[src/hw/rtl/ilp_pkg.sv]
// ---------------------------------------------------------------------------
// ilp_pkg: shared types and constants for the integer literal parser
// Character codes, parser phase, radix and status encodings, parser state.
// ---------------------------------------------------------------------------
package ilp_pkg;

    localparam int unsigned VALUE_W = 64;

    localparam logic [7:0] CH_MINUS = 8'h2D;  // '-'
    localparam logic [7:0] CH_ZERO  = 8'h30;  // '0'
    localparam logic [7:0] CH_ONE   = 8'h31;  // '1'
    localparam logic [7:0] CH_NINE  = 8'h39;  // '9'
    localparam logic [7:0] CH_LO_A  = 8'h61;  // 'a'
    localparam logic [7:0] CH_LO_B  = 8'h62;  // 'b'
    localparam logic [7:0] CH_LO_F  = 8'h66;  // 'f'
    localparam logic [7:0] CH_LO_X  = 8'h78;  // 'x'

    typedef enum logic [2:0] {
        PH_START,
        PH_SIGN,
        PH_ZERO,
        PH_DIGIT,
        PH_ERROR
    } t_phase;

    typedef enum logic [1:0] {
        RX_DEC,
        RX_BIN,
        RX_HEX
    } t_radix;

    typedef enum logic [1:0] {
        ST_OK,
        ST_BAD,
        ST_LABEL
    } t_status;

    typedef struct packed {
        t_phase               phase;
        logic                 negative;
        t_radix               radix;
        logic [VALUE_W-1:0]   acc;     // kept with the sign already applied
        t_status              err;
    } t_state;

    localparam t_state STATE_RESET = '{
        phase:    PH_START,
        negative: 1'b0,
        radix:    RX_DEC,
        acc:      '0,
        err:      ST_OK
    };

endpackage

[src/hw/rtl/ilp_if.sv]
// ---------------------------------------------------------------------------
// ilp_if: request channels of the integer literal parser
// Character input channel and parsed value output channel, valid/ready.
// ---------------------------------------------------------------------------
interface ilp_in_if;
    logic       valid;
    logic       ready;
    logic [7:0] ch;
    logic       last;

    modport source (output valid, output ch, output last, input ready);
    modport sink   (input valid, input ch, input last, output ready);
endinterface

interface ilp_out_if;
    logic                               valid;
    logic                               ready;
    logic signed [ilp_pkg::VALUE_W-1:0] value;
    logic [1:0]                         status;

    modport source (output valid, output value, output status, input ready);
    modport sink   (input valid, input value, input status, output ready);
endinterface

[src/hw/rtl/ilp_step.sv]
// ---------------------------------------------------------------------------
// ilp_step: next-state logic of the parser for one character
// Phase transitions, digit decode and signed accumulate, end-of-token result.
// ---------------------------------------------------------------------------
module ilp_step (
    input  ilp_pkg::t_state             i_state,
    input  logic [7:0]                  i_ch,
    output ilp_pkg::t_state             o_state,
    output logic [ilp_pkg::VALUE_W-1:0] o_value,
    output ilp_pkg::t_status            o_status
);

    ilp_pkg::t_radix             rx;
    logic                        take;
    logic                        dig_ok;
    logic [3:0]                  dig;
    logic [ilp_pkg::VALUE_W-1:0] sdig;
    logic [ilp_pkg::VALUE_W-1:0] acc_next;
    logic                        is_dec;
    logic                        is_hex_lo;

    assign is_dec    = (i_ch >= ilp_pkg::CH_ZERO) && (i_ch <= ilp_pkg::CH_NINE);
    assign is_hex_lo = (i_ch >= ilp_pkg::CH_LO_A) && (i_ch <= ilp_pkg::CH_LO_F);

    // radix in force for a digit taken on this character
    always_comb begin
        case (i_state.phase)
            ilp_pkg::PH_DIGIT: rx = i_state.radix;
            default:           rx = ilp_pkg::RX_DEC;
        endcase
    end

    // digit decode
    always_comb begin
        dig_ok = 1'b0;
        dig    = 4'd0;
        case (rx)
            ilp_pkg::RX_BIN: begin
                dig_ok = (i_ch == ilp_pkg::CH_ZERO) || (i_ch == ilp_pkg::CH_ONE);
                dig    = {3'b000, i_ch[0]};
            end
            ilp_pkg::RX_HEX: begin
                if (is_dec) begin
                    dig_ok = 1'b1;
                    dig    = i_ch[3:0];
                end else if (is_hex_lo) begin
                    dig_ok = 1'b1;
                    dig    = 4'(i_ch - ilp_pkg::CH_LO_A + 8'd10);
                end
            end
            default: begin
                dig_ok = is_dec;
                dig    = i_ch[3:0];
            end
        endcase
    end

    // digit carries the sign, so acc never needs a final negate
    assign sdig = i_state.negative ? (ilp_pkg::VALUE_W'(0) - ilp_pkg::VALUE_W'(dig))
                                   : ilp_pkg::VALUE_W'(dig);

    always_comb begin
        case (rx)
            ilp_pkg::RX_BIN: acc_next = (i_state.acc << 1) + sdig;
            ilp_pkg::RX_HEX: acc_next = (i_state.acc << 4) + sdig;
            default:         acc_next = (i_state.acc << 3) + (i_state.acc << 1) + sdig;
        endcase
    end

    always_comb begin
        o_state = i_state;
        take    = 1'b0;
        case (i_state.phase)
            ilp_pkg::PH_START: begin
                if (i_ch == ilp_pkg::CH_MINUS) begin
                    o_state.negative = 1'b1;
                    o_state.phase    = ilp_pkg::PH_SIGN;
                end else if (i_ch == ilp_pkg::CH_ZERO) begin
                    o_state.phase = ilp_pkg::PH_ZERO;
                end else if (is_dec) begin
                    take = 1'b1;
                end else begin
                    o_state.err   = ilp_pkg::ST_LABEL;
                    o_state.phase = ilp_pkg::PH_ERROR;
                end
            end
            ilp_pkg::PH_SIGN: begin
                if (i_ch == ilp_pkg::CH_ZERO) begin
                    o_state.phase = ilp_pkg::PH_ZERO;
                end else begin
                    take = 1'b1;
                end
            end
            ilp_pkg::PH_ZERO: begin
                if (i_ch == ilp_pkg::CH_LO_B) begin
                    o_state.radix = ilp_pkg::RX_BIN;
                    o_state.phase = ilp_pkg::PH_DIGIT;
                end else if (i_ch == ilp_pkg::CH_LO_X) begin
                    o_state.radix = ilp_pkg::RX_HEX;
                    o_state.phase = ilp_pkg::PH_DIGIT;
                end else begin
                    take = 1'b1;
                end
            end
            ilp_pkg::PH_DIGIT: begin
                take = 1'b1;
            end
            default: begin
                take = 1'b0;
            end
        endcase

        if (take) begin
            if (dig_ok) begin
                o_state.acc   = acc_next;
                o_state.radix = rx;
                o_state.phase = ilp_pkg::PH_DIGIT;
            end else begin
                o_state.err   = ilp_pkg::ST_BAD;
                o_state.phase = ilp_pkg::PH_ERROR;
            end
        end
    end

    assign o_status = o_state.err;
    assign o_value  = (o_state.err == ilp_pkg::ST_OK) ? o_state.acc : '0;

endmodule

[src/hw/rtl/integer_literal_parser_unit.sv]
// ---------------------------------------------------------------------------
// integer_literal_parser_unit: streaming integer literal parser
// Parses one operand token (decimal, 0b binary, 0x hex, optional minus)
// into a signed 64-bit value, one character per request.
// ---------------------------------------------------------------------------
// Usage:
//   i_in  carries one ASCII character per request, last set on the final
//         character of the token. Any number of tokens follow back to back.
//   o_out carries one request per token: the 64-bit two's complement value
//         (wrapping modulo 2^64) and a status: ok, bad digit, or label.
//         The value is zero when the status is not ok.
// Timing:
//   A character is registered at acceptance and parsed from the input
//   register by one pass of the step logic; a final character's result
//   lands in the output register (o_out.valid) at the parsing edge. One
//   character per cycle is sustained while o_out is not held; the critical
//   path is the decimal accumulate (acc*8 + acc*2 + digit, one 3-input add).
// Stall: while o_out is held, a waiting final character stays in the
//   input register and i_in.ready drops; non-final characters keep flowing
//   since they produce no output.
// Reset: synchronous, active low; clears both stage valids and returns the
//   parser to the start of a token.
// ---------------------------------------------------------------------------
module integer_literal_parser_unit (
    input  logic             i_clk,
    input  logic             i_rst_n,
    ilp_in_if.sink           i_in,
    ilp_out_if.source        o_out
);

    // input stage
    logic                         r_in_valid;
    logic [7:0]                   r_ch;
    logic                         r_last;

    // parser state
    ilp_pkg::t_state              r_st;
    ilp_pkg::t_state              n_st;

    // output stage
    logic                         r_out_valid;
    logic [ilp_pkg::VALUE_W-1:0]  r_value;
    ilp_pkg::t_status             r_status;
    logic [ilp_pkg::VALUE_W-1:0]  n_value;
    ilp_pkg::t_status             n_status;

    logic                         out_free;
    logic                         fire;
    logic                         emit;

    ilp_step u_step (
        .i_state  (r_st),
        .i_ch     (r_ch),
        .o_state  (n_st),
        .o_value  (n_value),
        .o_status (n_status)
    );

    // a final character may only be parsed when the output slot is free
    assign out_free   = !r_out_valid || o_out.ready;
    assign fire       = r_in_valid && (!r_last || out_free);
    assign emit       = fire && r_last;
    assign i_in.ready = !r_in_valid || fire;

    always_ff @(posedge i_clk) begin
        if (!i_rst_n) begin
            r_in_valid <= 1'b0;
        end else if (i_in.ready) begin
            r_in_valid <= i_in.valid;
        end
    end

    always_ff @(posedge i_clk) begin
        if (i_in.valid && i_in.ready) begin
            r_ch   <= i_in.ch;
            r_last <= i_in.last;
        end
    end

    // parser state: back to start after each token
    always_ff @(posedge i_clk) begin
        if (!i_rst_n) begin
            r_st <= ilp_pkg::STATE_RESET;
        end else if (fire) begin
            r_st <= r_last ? ilp_pkg::STATE_RESET : n_st;
        end
    end

    always_ff @(posedge i_clk) begin
        if (!i_rst_n) begin
            r_out_valid <= 1'b0;
        end else if (out_free) begin
            r_out_valid <= emit;
        end
    end

    always_ff @(posedge i_clk) begin
        if (emit) begin
            r_value  <= n_value;
            r_status <= n_status;
        end
    end

    assign o_out.valid  = r_out_valid;
    assign o_out.value  = r_value;
    assign o_out.status = r_status;

endmodule
[src/flat_wrapper.sv]
// flat-port wrapper written by rule: the top's interface ports become plain ports
module integer_literal_parser_unit_flat 
  (i_clk, i_rst_n, i_in_valid, i_in_ch, i_in_last, i_in_ready, o_out_valid, o_out_value, o_out_status, o_out_ready);
  ilp_in_if i_in_i ();
  ilp_out_if o_out_i ();
  input  logic i_clk;
  input  logic i_rst_n;
  input wire logic [$bits(i_in_i.valid)-1:0] i_in_valid;
  input wire logic [$bits(i_in_i.ch)-1:0] i_in_ch;
  input wire logic [$bits(i_in_i.last)-1:0] i_in_last;
  output wire logic [$bits(i_in_i.ready)-1:0] i_in_ready;
  output wire logic [$bits(o_out_i.valid)-1:0] o_out_valid;
  output wire logic [$bits(o_out_i.value)-1:0] o_out_value;
  output wire logic [$bits(o_out_i.status)-1:0] o_out_status;
  input wire logic [$bits(o_out_i.ready)-1:0] o_out_ready;
  assign i_in_i.valid = i_in_valid;
  assign i_in_i.ch = i_in_ch;
  assign i_in_i.last = i_in_last;
  assign i_in_ready = i_in_i.ready;
  assign o_out_valid = o_out_i.valid;
  assign o_out_value = o_out_i.value;
  assign o_out_status = o_out_i.status;
  assign o_out_i.ready = o_out_ready;
  integer_literal_parser_unit u_core (.i_clk(i_clk), .i_rst_n(i_rst_n), .i_in(i_in_i), .o_out(o_out_i));
endmodule
[config.mk]
export PLATFORM = sky130hd
export DESIGN_NAME = integer_literal_parser_unit_flat
export DESIGN_NICKNAME = d
export VERILOG_FILES = /design/src/hw/rtl/ilp_pkg.sv /design/src/hw/rtl/ilp_if.sv /design/src/hw/rtl/ilp_step.sv /design/src/hw/rtl/integer_literal_parser_unit.sv /design/src/flat_wrapper.sv
export SDC_FILE = /design/constraint.sdc
export NUM_CORES = 1
export LEC_CHECK = 0
export BUFFER_PORTS_ARGS = -buffer_cell sky130_fd_sc_hd__buf_2
export CELL_PAD_IN_SITES_DETAIL_PLACEMENT = 1
export CELL_PAD_IN_SITES_GLOBAL_PLACEMENT = 2
export CORE_UTILIZATION = 30
export CTS_BUF_LIST = sky130_fd_sc_hd__clkbuf_8
export DETAILED_ROUTE_END_ITERATION = 10
export PLACE_DENSITY = 0.69
export SLEW_MARGIN = 10
export SYNTH_ARGS = -nofsm -noshare
export SYNTH_HDL_FRONTEND = slang
export SYNTH_SLANG_ARGS = --single-unit
[constraint.sdc]
create_clock -name i_clk -period 26.6 [get_ports i_clk]
set_input_delay 3.99 -clock i_clk [delete_from_list [all_inputs] [get_ports i_clk]]
set_output_delay 3.99 -clock i_clk [all_outputs]
set_load 0.03 [all_outputs]
# Yosys cells after proc, flatten, opt, wreduce, memory -nomap -nowiden
# Cells that the tools add are included.
# word_totals
output_inout_bits	68
in_bits	13
regBits	149
word_cells	92
# classes
eq_ne	13
reduce_logical	19
order_cmp	4
n_addsub	7
mux	38
# ops
cell	count
$add 64x64->64	4
$pmux 64 s2	1
$mux 72	1
$mux 68	1
$mux 66	1
$mux 64	1
$eq 8x6->1 const B	3
$mux 3	8
$mux 2	9
$eq 8x7->1 const B	2
$mux 1	10
$pmux 3 s3	1
$ge 8x6->1 const B	1
$ge 8x7->1 const B	1
$le 8x6->1 const B	1
$le 8x7->1 const B	1
$mux 4	2
$pmux 4 s2	1
$eq 3x2->1 const B	2
$ne 6x5->1 const B	1
$logic_and 1x1->1	5
$ne 5x4->1 const B	1
$reduce_and 5->1	1
$reduce_bool 5->1	1
15 further kinds	21

# Depth between registers and ports, before layout
# Gate-level depths: netlist (run 1).
# depth
depth_word	12
mapped_depth	27
ltp_nobuf	26

# Cells and area by module
# Synthesis (run 1) repeated with hierarchy kept, for this count alone.
# unflattened
cells_unflattened	2266
hier_area_um2	18072.3
# by_module_without_submodules
module	instances	cells_per_inst	area_per_inst_um2
ilp_step	1	2017	13489.2
integer_literal_parser_unit	1	249	4583.1

# Least setup slack after synthesis (run 1)
# OpenSTA, ideal clock, no wires.
# synth_path
path_type	register -> register
from	register u_core.r_st[69] (netlist name)
to	register u_core.r_value, in the netlist u_core.o_out.value[62] (data pin)
setup_time_ns	0.265
path_stages_with_launch	21
synth_period_minus_slack_ns	12.184
setup_slack_ns	14.416
t_arrival_ns	11.919
required_time_ns	26.335
path_cell_list	dfxtp_1 > clkbuf_1 > and3_1 > inv_1 > ha_1 > clkbuf_1 > a21oi_1 > o21ai_0 > inv_1 > ha_1 > a21oi_1 > inv_1 > fa_1 > nand2b_1 > a21oi_1 > o21ai_0 > a311oi_2 > a2111oi_0 > o31a_1 > o31a_1 > or3_1
# synth_between
elab_chain_cells	10
elab_cells_between_ends	21
cone_classes	4 x add/sub; 5 x eq/ne; 10 x mux; 2 x reduce/logical
# synth_lines
item	line_no	rtl
from (decl)	integer_literal_parser_unit.sv:37	ilp_pkg::t_state r_st;
from (signal assigned)	integer_literal_parser_unit.sv:83	r_st <= ilp_pkg::STATE_RESET;
from (signal assigned)	integer_literal_parser_unit.sv:85	r_st <= r_last ? ilp_pkg::STATE_RESET : n_st;
$eq 3x2->1	ilp_step.sv:27, ilp_step.sv:73	
$mux 2	ilp_step.sv:27	case (i_state.phase)
$eq 2x2->1 or $eq 2x1->1 (tied branches)	ilp_step.sv:37, ilp_step.sv:63	
$pmux 4 s2	ilp_step.sv:37	case (rx)
$sub 1x4->5	ilp_step.sv:59	assign sdig = i_state.negative ? (ilp_pkg::VALUE_W'(0) - ilp_pkg::VALUE_W'(dig))
$mux 64	ilp_step.sv:59	
$add 64x64->64, on equally long branches	ilp_step.sv:66, ilp_step.sv:64, ilp_step.sv:65	
$pmux 64 s2	ilp_step.sv:63	case (rx)
$mux 66	ilp_step.sv:114	if (dig_ok) begin
$mux 68 *	ilp_step.sv:113	if (take) begin
to (signal assigned)	integer_literal_parser_unit.sv:99	r_value <= n_value;
to (decl)	integer_literal_parser_unit.sv:42	logic [ilp_pkg::VALUE_W-1:0] r_value;
# Mark *: on every way between the ends. The rest lies on a longest branch, timed or not.
# A chain may end at the register's enable or synchronous reset.

# Worst setup path in the final report (run 1)
# layout_path
from	register u_core.r_st[71] (netlist name)
to	register u_core.r_value, in the netlist u_core.o_out.value[62] (data pin)
# The elaborated chain is that of the path after synthesis.

==> metrics, run 1 <==
count of hold buffers inserted by post-cts repair 0; post-detail-place hpwl 72200 µm; Worst setup EP type flop; worst setup margin 17620 ps; total DRC errors in the routed layout 2; via count of the routed design 20211; violated checks DRC; most frequently used flop master after synthesis sky130_fd_sc_hd__edfxtp_1; sum of routed wire length over all layers 90200 µm; number of maximum-capacitance constraint violations 0; series of cell instances along the critical path nor2_1 -> and3_1 -> inv_1 -> ha_2 -> buf_4 -> inv_1 -> o2bb2ai_1 -> inv_1 -> ha_1 -> a21oi_4 -> buf_4 -> buf_4 -> fa_1 -> ha_1 -> nor2b_1 -> o211ai_1 -> a211oi_1 -> a31o_2 -> a21oi_2 -> a2111oi_0 -> nor2_1 -> o211a_1 -> or3_1; pin count of the biggest net entering global routing 68; H-tree levels 4; crit path max-delay cell type sky130_fd_sc_hd__buf_4; Util after Layout 0.324; Fill cells around 7600; delay contributed by the slowest stage of the critical path 920 ps; cell at the root of the clock tree sky130_fd_sc_hd__clkbuf_8; biggest area contributors in the synthesized netlist sky130_fd_sc_hd__edfxtp_1 (12%), sky130_fd_sc_hd__ha_1 (8.7%), sky130_fd_sc_hd__dfxtp_1 (7.8%); count of clock tree sinks 149; worst relative slew slack 0.134; crit share post-route 0.338; Synth Register Bits 149; share of flip-flops with an asynchronous set or reset 0; routability-driven placement congestion ratio 0.995; Port Buf Inserts 80; sink of the worst hold path u_core.r_st[65]$_SDFFE_PN0P_; I/O Pins 81; setup clock skew after layout 24.0 ps; worst hold path class flop to flop; startpoint type of the worst setup path flop; critical setup path kind flop to flop; area of combinational cells with multiple inputs about 14000 µm²; status complete, but fails checks; placeable core region 63000 µm²; TritonRoute pass-1 iters 8; WHS 480 ps; Max rail drop VDD 25.6 µV; post-synth net total 2627; setup repair after global routing missed its margin no; final count of hold timing violations 0; setup total negative slack 0 ps; worst flop-to-flop path endpoint u_core.o_out.value[62]$_SDFFCE_PP0P_; number of buffers between clock root and the deepest sink 2; maximum fanout along the worst path 65; setup fix buffers added after clock tree synthesis 0; Synth-to-Final Area Change 7.08%; Max Fclk 111 MHz; worst r2r path cells 23; wire length of the first global-routing pass about 130000 µm; depth of the worst hold-timing path 2; DRT antenna net count 0; global route total overflow 0; count of flip-flops with a built-in enable after synthesis between 70 and 80; library cells used by synthesis 100; worst setup timing slack at the placement stage 17820 ps; post-cts gate resize count 0; setup violators final 0; power per unit of standard cell area 23.3 nW/µm²; Crit Reg-Reg Startpoint u_core.r_st[71]$_SDFFE_PN0P_; Arrival @ worst endpoint 9300 ps; Crit path required time around 27000 ps; buffer and inverter count on the worst path 6; cell family contributing the most delay on the critical path buffers and inverters; via count of the first global-routing pass 20006; fin. max-slew vios 0; final period demand of the worst path ~9000 ps; Vias per Instance 6.23; number of antenna violations at the first check in global routing 3; cell accounting for the most synthesized area sky130_fd_sc_hd__edfxtp_1; standard-cell row count 92; Mapped Area 19100 µm²; most frequent standard cell in the layout excluding fill and tap cells sky130_fd_sc_hd__nand2_1; area occupied by registers 3730 µm²; initial core utilization 0.303; share of the synthesized area in the top cell type 0.118; insertion delay to the later sink of the worst-skew pair 570 ps; first element of the critical path u_core.r_st[71]$_SDFFE_PN0P_; average cell area after synthesis 7.88 µm²; worst slew pin tran roughly 1300 ps; CTS tree done; Final nets 2593; total clock buffers created by CTS 17; number of DRC markers after the initial detailed-route iteration 1958; leading cell types in the layout, fill and taps excluded sky130_fd_sc_hd__nand2_1 (261), sky130_fd_sc_hd__a21oi_1 (246), sky130_fd_sc_hd__o21ai_0 (179); clock edge transition at the registers on the reported setup and hold paths 100 ps; average detailed-routed wire length per instance 27.8 µm; standby leakage power 0.00785 µW; Die ar. ~65000 µm²; global-route usage over all layers 0.278; Hold Startpoint u_core.r_st[65]$_SDFFE_PN0P_; worst-case register-to-register setup slack 17620 ps; share of post-route cells with drive strength above 1 0.0872; YS warnings 0; horizontal die dimension 254 µm; Post-Synthesis Cells 2418; die height 254 µm; sequential share of the synthesized area 0.196
tightest hold or removal path, stage by stage, from the launching register on:
cell,delay [ps]
sky130_fd_sc_hd__dfxtp_1,330
sky130_fd_sc_hd__nand2_1,50
sky130_fd_sc_hd__o31ai_1,60
report_power, final:
part	internal [µW]	switching, µW	total [µW]	leakage, µW
combinational	8.13	25.6	33.7	0.00633
sequential	243	3.18	247	0.00132
clock	85.6	110	196	0.000203
stage by stage:
| stage | instances | power (µW) | area (µm²) |
|---|---|---|---|
| 3_3_place_gp | 3211 | 285 | 20000 |
| 4_1_cts | 3243 | 481 | 20400 |
| 2_1_floorplan | 2418 | 272 | 19100 |
| 5_1_grt | 3244 | 490 | 20400 |
| 6_report | 3244 | 476 | 20400 |
| 3_5_place_dp | 3211 | 285 | 20000 |
cells by family (layout without fill, tap and decap cells):
kind of cell	count (synthesis)	in the layout	share of synthesized area
AOI/OAI and AO/OA	912	912	0.317
buffers and inverters	215	194	0.0500
xor gates and xnor gates	138	138	0.0634
adders and majority gates	197	197	0.154
muxes	25	25	0.0135
DFF	149	149	0.196
and+or+nand+nor	782	782	0.207
other	0	1	0
state kept, by name (all words and copies together), names as in the netlist:
name / count
u_core.o_out.status: 2
u_core.o_out.valid: 1
u_core.o_out.value: 64
u_core.r_ch: 8
u_core.r_in_valid: 1
u_core.r_last: 1
u_core.r_st: 72
cell type report:
class | count | share of cell area
inverter | 63 | 0.0116
clock inverter | 15 | 0.00821
multi-input combinational | 2054 | 0.707
clock buffer | 17 | 0.0115
sequential | 149 | 0.183
timing repair buffer | 99 | 0.0266
tap | 846 | 0.0519
antenna | 1 | 0.000123
metal layers:
metal	share of wire	GRT usage
met1	0.48	0.415
met5	0.00014	0
met4	0.025	0.0816
met2	0.43	0.414
met3	0.064	0.0327
how the worst max path moves through the flow:
stage	endpoint	slack [ps]	cells past startpoint
4_1_cts	u_core.o_out.value[62]$_SDFFCE_PP0P_	17770	23
3_5_place_dp	u_core.o_out.value[62]$_SDFFCE_PP0P_	17820	23
2_1_floorplan	u_core.o_out.value[62]$_SDFFCE_PP0P_	14420	20
6_report	u_core.o_out.value[62]$_SDFFCE_PP0P_	17620	23
3_3_place_gp	i_in_ready	18000	4
5_1_grt	u_core.o_out.value[62]$_SDFFCE_PP0P_	17240	23
cell usage after synthesis (all sizes together), types with 27 or more instances:
| library cell | n |
|---|---|
| nand2 | 262 |
| a211oi | 48 |
| buf | 74 |
| and3 | 28 |
| and2 | 30 |
| inv | 63 |
| fa | 63 |
| clkbuf | 78 |
| nor2 | 154 |
| o211ai | 27 |
| a21o | 42 |
| nand3 | 68 |
| xor2 | 56 |
| o31ai | 30 |
| edfxtp | 75 |
| nand4 | 66 |
| ha | 133 |
| dfxtp | 74 |
| nor3 | 55 |
| a31oi | 29 |
| o21a | 43 |
| a21oi | 256 |
| o21ai | 198 |
| xnor2 | 82 |
Note: power is estimated with default switching activity, not from simulation.
==> run 2, diff against run 1 <==
--- a/config.mk
+++ b/config.mk
@@ -5,13 +5,14 @@
 export SDC_FILE = /design/constraint.sdc
 export NUM_CORES = 1
 export LEC_CHECK = 0
+export ABC_AREA = 1
 export BUFFER_PORTS_ARGS = -buffer_cell sky130_fd_sc_hd__buf_2
 export CELL_PAD_IN_SITES_DETAIL_PLACEMENT = 1
 export CELL_PAD_IN_SITES_GLOBAL_PLACEMENT = 2
 export CORE_UTILIZATION = 30
 export CTS_BUF_LIST = sky130_fd_sc_hd__clkbuf_8
 export DETAILED_ROUTE_END_ITERATION = 10
-export PLACE_DENSITY = 0.69
+export PLACE_DENSITY = 0.79
 export SLEW_MARGIN = 10
 export SYNTH_ARGS = -nofsm -noshare
 export SYNTH_HDL_FRONTEND = slang
==> constraint.sdc (replaced) <==
create_clock -name i_clk -period 7.9 [get_ports i_clk]
set_input_delay 1.185 -clock i_clk [delete_from_list [all_inputs] [get_ports i_clk]]
set_output_delay 1.185 -clock i_clk [all_outputs]
set_load 0.03 [all_outputs]
==> run 2 against run 1 <==
Effect of this change:
- the flow now finishes without violations
- hold slack worse by 3.0 ps
- combinational power grew to 2.8 times the previous value
- via count is 11% higher
- non-clock buffer count is 1 lower
- clock power grew to 3.3 times the previous value
- routed wire length is 5.3% higher
- die area is 2.1% higher
- cell count is 28% higher
- synthesized area is 2.1% higher
- synthesized cell count is 34% higher
- critical endpoint is now u_core.r_st[47]$_SDFFE_PN0P_
- largest cell class unchanged
- highest routed layer unchanged
==> metrics, run 2 <==
share of flip-flops with an asynchronous set or reset 0 (unchanged); average cell area after synthesis 5.99 µm² (-24%); post-synth net total 3457 (+32%); setup clock skew after layout 29.0 ps (+4.99 ps); share of the synthesized area in the top cell type 0.171 (+0.0527); total DRC errors in the routed layout 0 (-2); H-tree levels 4 (unchanged); setup total negative slack 0 ps (unchanged); top-count cell post-synth sky130_fd_sc_hd__nand2_1; CP most frequent cell sky130_fd_sc_hd__nand2_1; cell accounting for the most synthesized area sky130_fd_sc_hd__nand2_1; worst flop-to-flop path endpoint u_core.r_st[47]$_SDFFE_PN0P_; cell at the root of the clock tree sky130_fd_sc_hd__clkbuf_8; worst relative slew slack 0.270 (+0.136); total clock buffers created by CTS 17 (unchanged); Vias per Instance 5.42 (-13%); global route total overflow 0 (unchanged); most numerous cell types in the synthesized netlist sky130_fd_sc_hd__nand2_1 (886), sky130_fd_sc_hd__inv_1 (416), sky130_fd_sc_hd__a21oi_1 (404); I/O Pins 81 (unchanged); post-cts gate resize count 0 (unchanged); most heavily used metal layer in global routing met2; area occupied by registers 3730 µm² (unchanged); leading cell types in the layout, fill and taps excluded sky130_fd_sc_hd__nand2_1 (885), sky130_fd_sc_hd__inv_1 (413), sky130_fd_sc_hd__a21oi_1 (404); worst slew pin tran 1080 ps (-214 ps); area of combinational cells with multiple inputs 13800 µm² (-4.4%); Worst setup EP type flop; via count of the routed design 22535 (+11%); crit path max-delay cell type sky130_fd_sc_hd__o21ai_0; Largest register FFs 72 (unchanged); YS warnings 0 (unchanged); sum of routed wire length over all layers 95000 µm (+5.3%); number of DRC markers after the initial detailed-route iteration 1478 (-25%); sequential share of the synthesized area 0.192 (-0.00402); Fill cells 8613 (+13%); met1 global-route usage 0.405 (-0.0101); TritonRoute pass-1 iters 5 (-3); combinational fraction of design power 0.060 (-0.011); status finished clean; power per unit of standard cell area 74.3 nW/µm² (+220%); maximum fanout along the worst path 58 (-11%); met3 capacity usage during global routing 0.0330 (+0.000343); placeable core region 64200 µm² (+2.0%); final period demand of the worst path 7130 ps (-1850 ps); count of clock tree sinks 149 (unchanged); Hold Startpoint u_core.r_st[1]$_SDFFE_PN0P_; average detailed-routed wire length per instance 22.8 µm (-18%); number of antenna violations at the first check in global routing 3 (unchanged); fin. max-slew vios 0 (unchanged); Final nets 3501 (+35%); most frequently used flop master after synthesis sky130_fd_sc_hd__edfxtp_1; worst r2r path cells 30 (+30%); count of hold buffers inserted by post-cts repair 0 (unchanged); share of post-route cells with drive strength above 1 0.0539 (-0.0333); global-route usage over all layers 0.287 (+0.00807); initial core utilization 0.303 (about the same); GR met2 Demand/Resource 0.458 (+0.0435); depth of the worst hold-timing path 2 (unchanged); Post-Synthesis Cells 3248 (+34%); final count of hold timing violations 0 (unchanged); horizontal die dimension 257 µm (+1.0%); insertion delay to the later sink of the worst-skew pair 580 ps (about the same); Synth Register Bits 149 (unchanged); Most flops, register u_core.r_st; reported net switching power 500 µW (+260%); Crit Reg-Reg Startpoint u_core.r_st[70]$_SDFFE_PN0P_; startpoint type of the worst setup path flop; setup fix buffers added after clock tree synthesis 0 (unchanged); count of flip-flops with a built-in enable after synthesis 75 (unchanged); library cells used by synthesis 46 (-54%); crit share post-route 0.903 (+0.565); Arrival @ worst endpoint 7610 ps (-1690 ps); wire length of the first global-routing pass 141000 µm (+5.4%); Port Buf Inserts 80 (unchanged); Synth-to-Final Area Change 8.78%; standby leakage power 0.00924 µW (+18%); worst-case register-to-register setup slack 770 ps (-16850 ps); Mapped Area 19500 µm² (+2.1%); sink of the worst hold path u_core.r_st[1]$_SDFFE_PN0P_; clock network fraction of design power 0.415 (+0.003); clock edge transition at the registers on the reported setup and hold paths 130 ps (+30 ps); setup violators final 0 (unchanged); number of maximum-capacitance constraint violations 0 (unchanged); routability-driven placement congestion ratio 0.992 (-0.31%); DRT antenna net count 0 (unchanged); number of buffers between clock root and the deepest sink 2 (unchanged); Max rail drop VDD 115 µV (+350%); setup repair after global routing missed its margin no; CTS tree done; via count of the first global-routing pass 22433 (+12%); Die ar. 65900 µm² (+2.1%); critical setup path kind flop to flop; post-detail-place hpwl 78500 µm (+8.8%); Sequential Power Share 0.525 (+0.007); standard-cell row count 93 (+1.1%); Max Fclk 140 MHz (+26%); worst setup margin 766 ps (-16850 ps); worst setup timing slack at the placement stage 527 ps (-17290 ps); die height 257 µm (+1.0%); Switching Share 0.318 (+0.0259); biggest area contributors in the synthesized netlist sky130_fd_sc_hd__nand2_1 (17%), sky130_fd_sc_hd__edfxtp_1 (12%), sky130_fd_sc_hd__a21oi_1 (10%); delay contributed by the slowest stage of the critical path 680 ps (-240 ps); worst hold path class flop to flop; internal power consumption 1070 µW (+220%); most frequent standard cell in the layout excluding fill and tap cells sky130_fd_sc_hd__nand2_1; pin count of the biggest net entering global routing 75 (+10%); Crit path required time 8380 ps (-18530 ps)
-- run 2: cell count changes after synthesis, sizes merged, moves of 37 or more --
cell / change
o21ai: +54
nand2: +625
a211oi: -46
nand4: -42
o21a: -38
xor2: -51
clkbuf: -37
buf: -42
nand3: +248
inv: +359
xnor2: -70
a21oi: +149
nor2: +196
-- run 2: per-stage QoR --
stage | std cells | hold slack [ps] | util | power [µW] | cell area (µm²)
3_3_place_gp | 4128 | 456 | 0.323 | 937 | 20800
4_1_cts | 4160 | 479 | 0.329 | 1590 | 21200
6_report | 4161 | 477 | 0.330 | 1570 | 21200
2_1_floorplan | 3248 | 442 | - | 903 | 19500
3_5_place_dp | 4128 | 459 | 0.323 | 938 | 20800
5_1_grt | 4161 | 490 | 0.330 | 1620 | 21200
-- run 2: layout make-up --
class	instances	share of cell area
Multi-Input combinational cell	2601	0.652
Sequential cell	149	0.176
Inverter	425	0.0755
Tap cell	855	0.0505
Timing Repair Buffer	98	0.0265
Clock buffer	17	0.0111
Clock inverter	15	0.00786
Antenna cell	1	0.000118
-- run 2: metal layers --
metal  part of all wire  wire length [µm]
met5            0.00013                12
met4              0.025              2400
met3              0.049              4690
met2               0.44             42300
met1               0.48             45700
-- run 2: kinds of logic after synthesis --
group	count (synthesis)	synth area share
xor+xnor	17	0.00765
buf+inv	498	0.100
simple gates	1666	0.355
compound gates	722	0.195
flops	149	0.192
fa+ha+maj	196	0.150
-- run 2: worst max-delay path: cells and delay by family, from the launching register on --
family	cells	cell delay, ps
compound gates	5	1750
buf+inv	7	1230
flops	1	450
fa+ha+maj	3	1070
simple gates	15	2510
-- run 2: power by group through the flow --
stage | Combinational, µW | Clock [µW] | Sequential (µW)
after detailed placement | 94.0 | 0 | 844
after global routing | 101 | 692 | 827
after CTS | 94.5 | 671 | 826
final | 94.2 | 653 | 826
after floorplan | 48.9 | 0 | 854
after global placement | 93.0 | 0 | 844
-- run 2: worst max path at each step --
stage | from | to | slack (ps) | cells after the start
4_1_cts | u_core.r_st[71]$_SDFFE_PN0P_ | u_core.r_st[47]$_SDFFE_PN0P_ | 430 | 31
3_3_place_gp | u_core.r_st[71]$_SDFFE_PN0P_ | u_core.o_out.value[61]$_SDFFCE_PP0P_ | 710 | 30
6_report | u_core.r_st[70]$_SDFFE_PN0P_ | u_core.r_st[47]$_SDFFE_PN0P_ | 770 | 30
2_1_floorplan | u_core.r_st[70]$_SDFFE_PN0P_ | u_core.o_out.value[47]$_SDFFCE_PP0P_ | 330 | 28
5_1_grt | u_core.r_st[71]$_SDFFE_PN0P_ | u_core.r_st[47]$_SDFFE_PN0P_ | 370 | 31
3_5_place_dp | u_core.r_st[71]$_SDFFE_PN0P_ | u_core.r_st[47]$_SDFFE_PN0P_ | 530 | 31
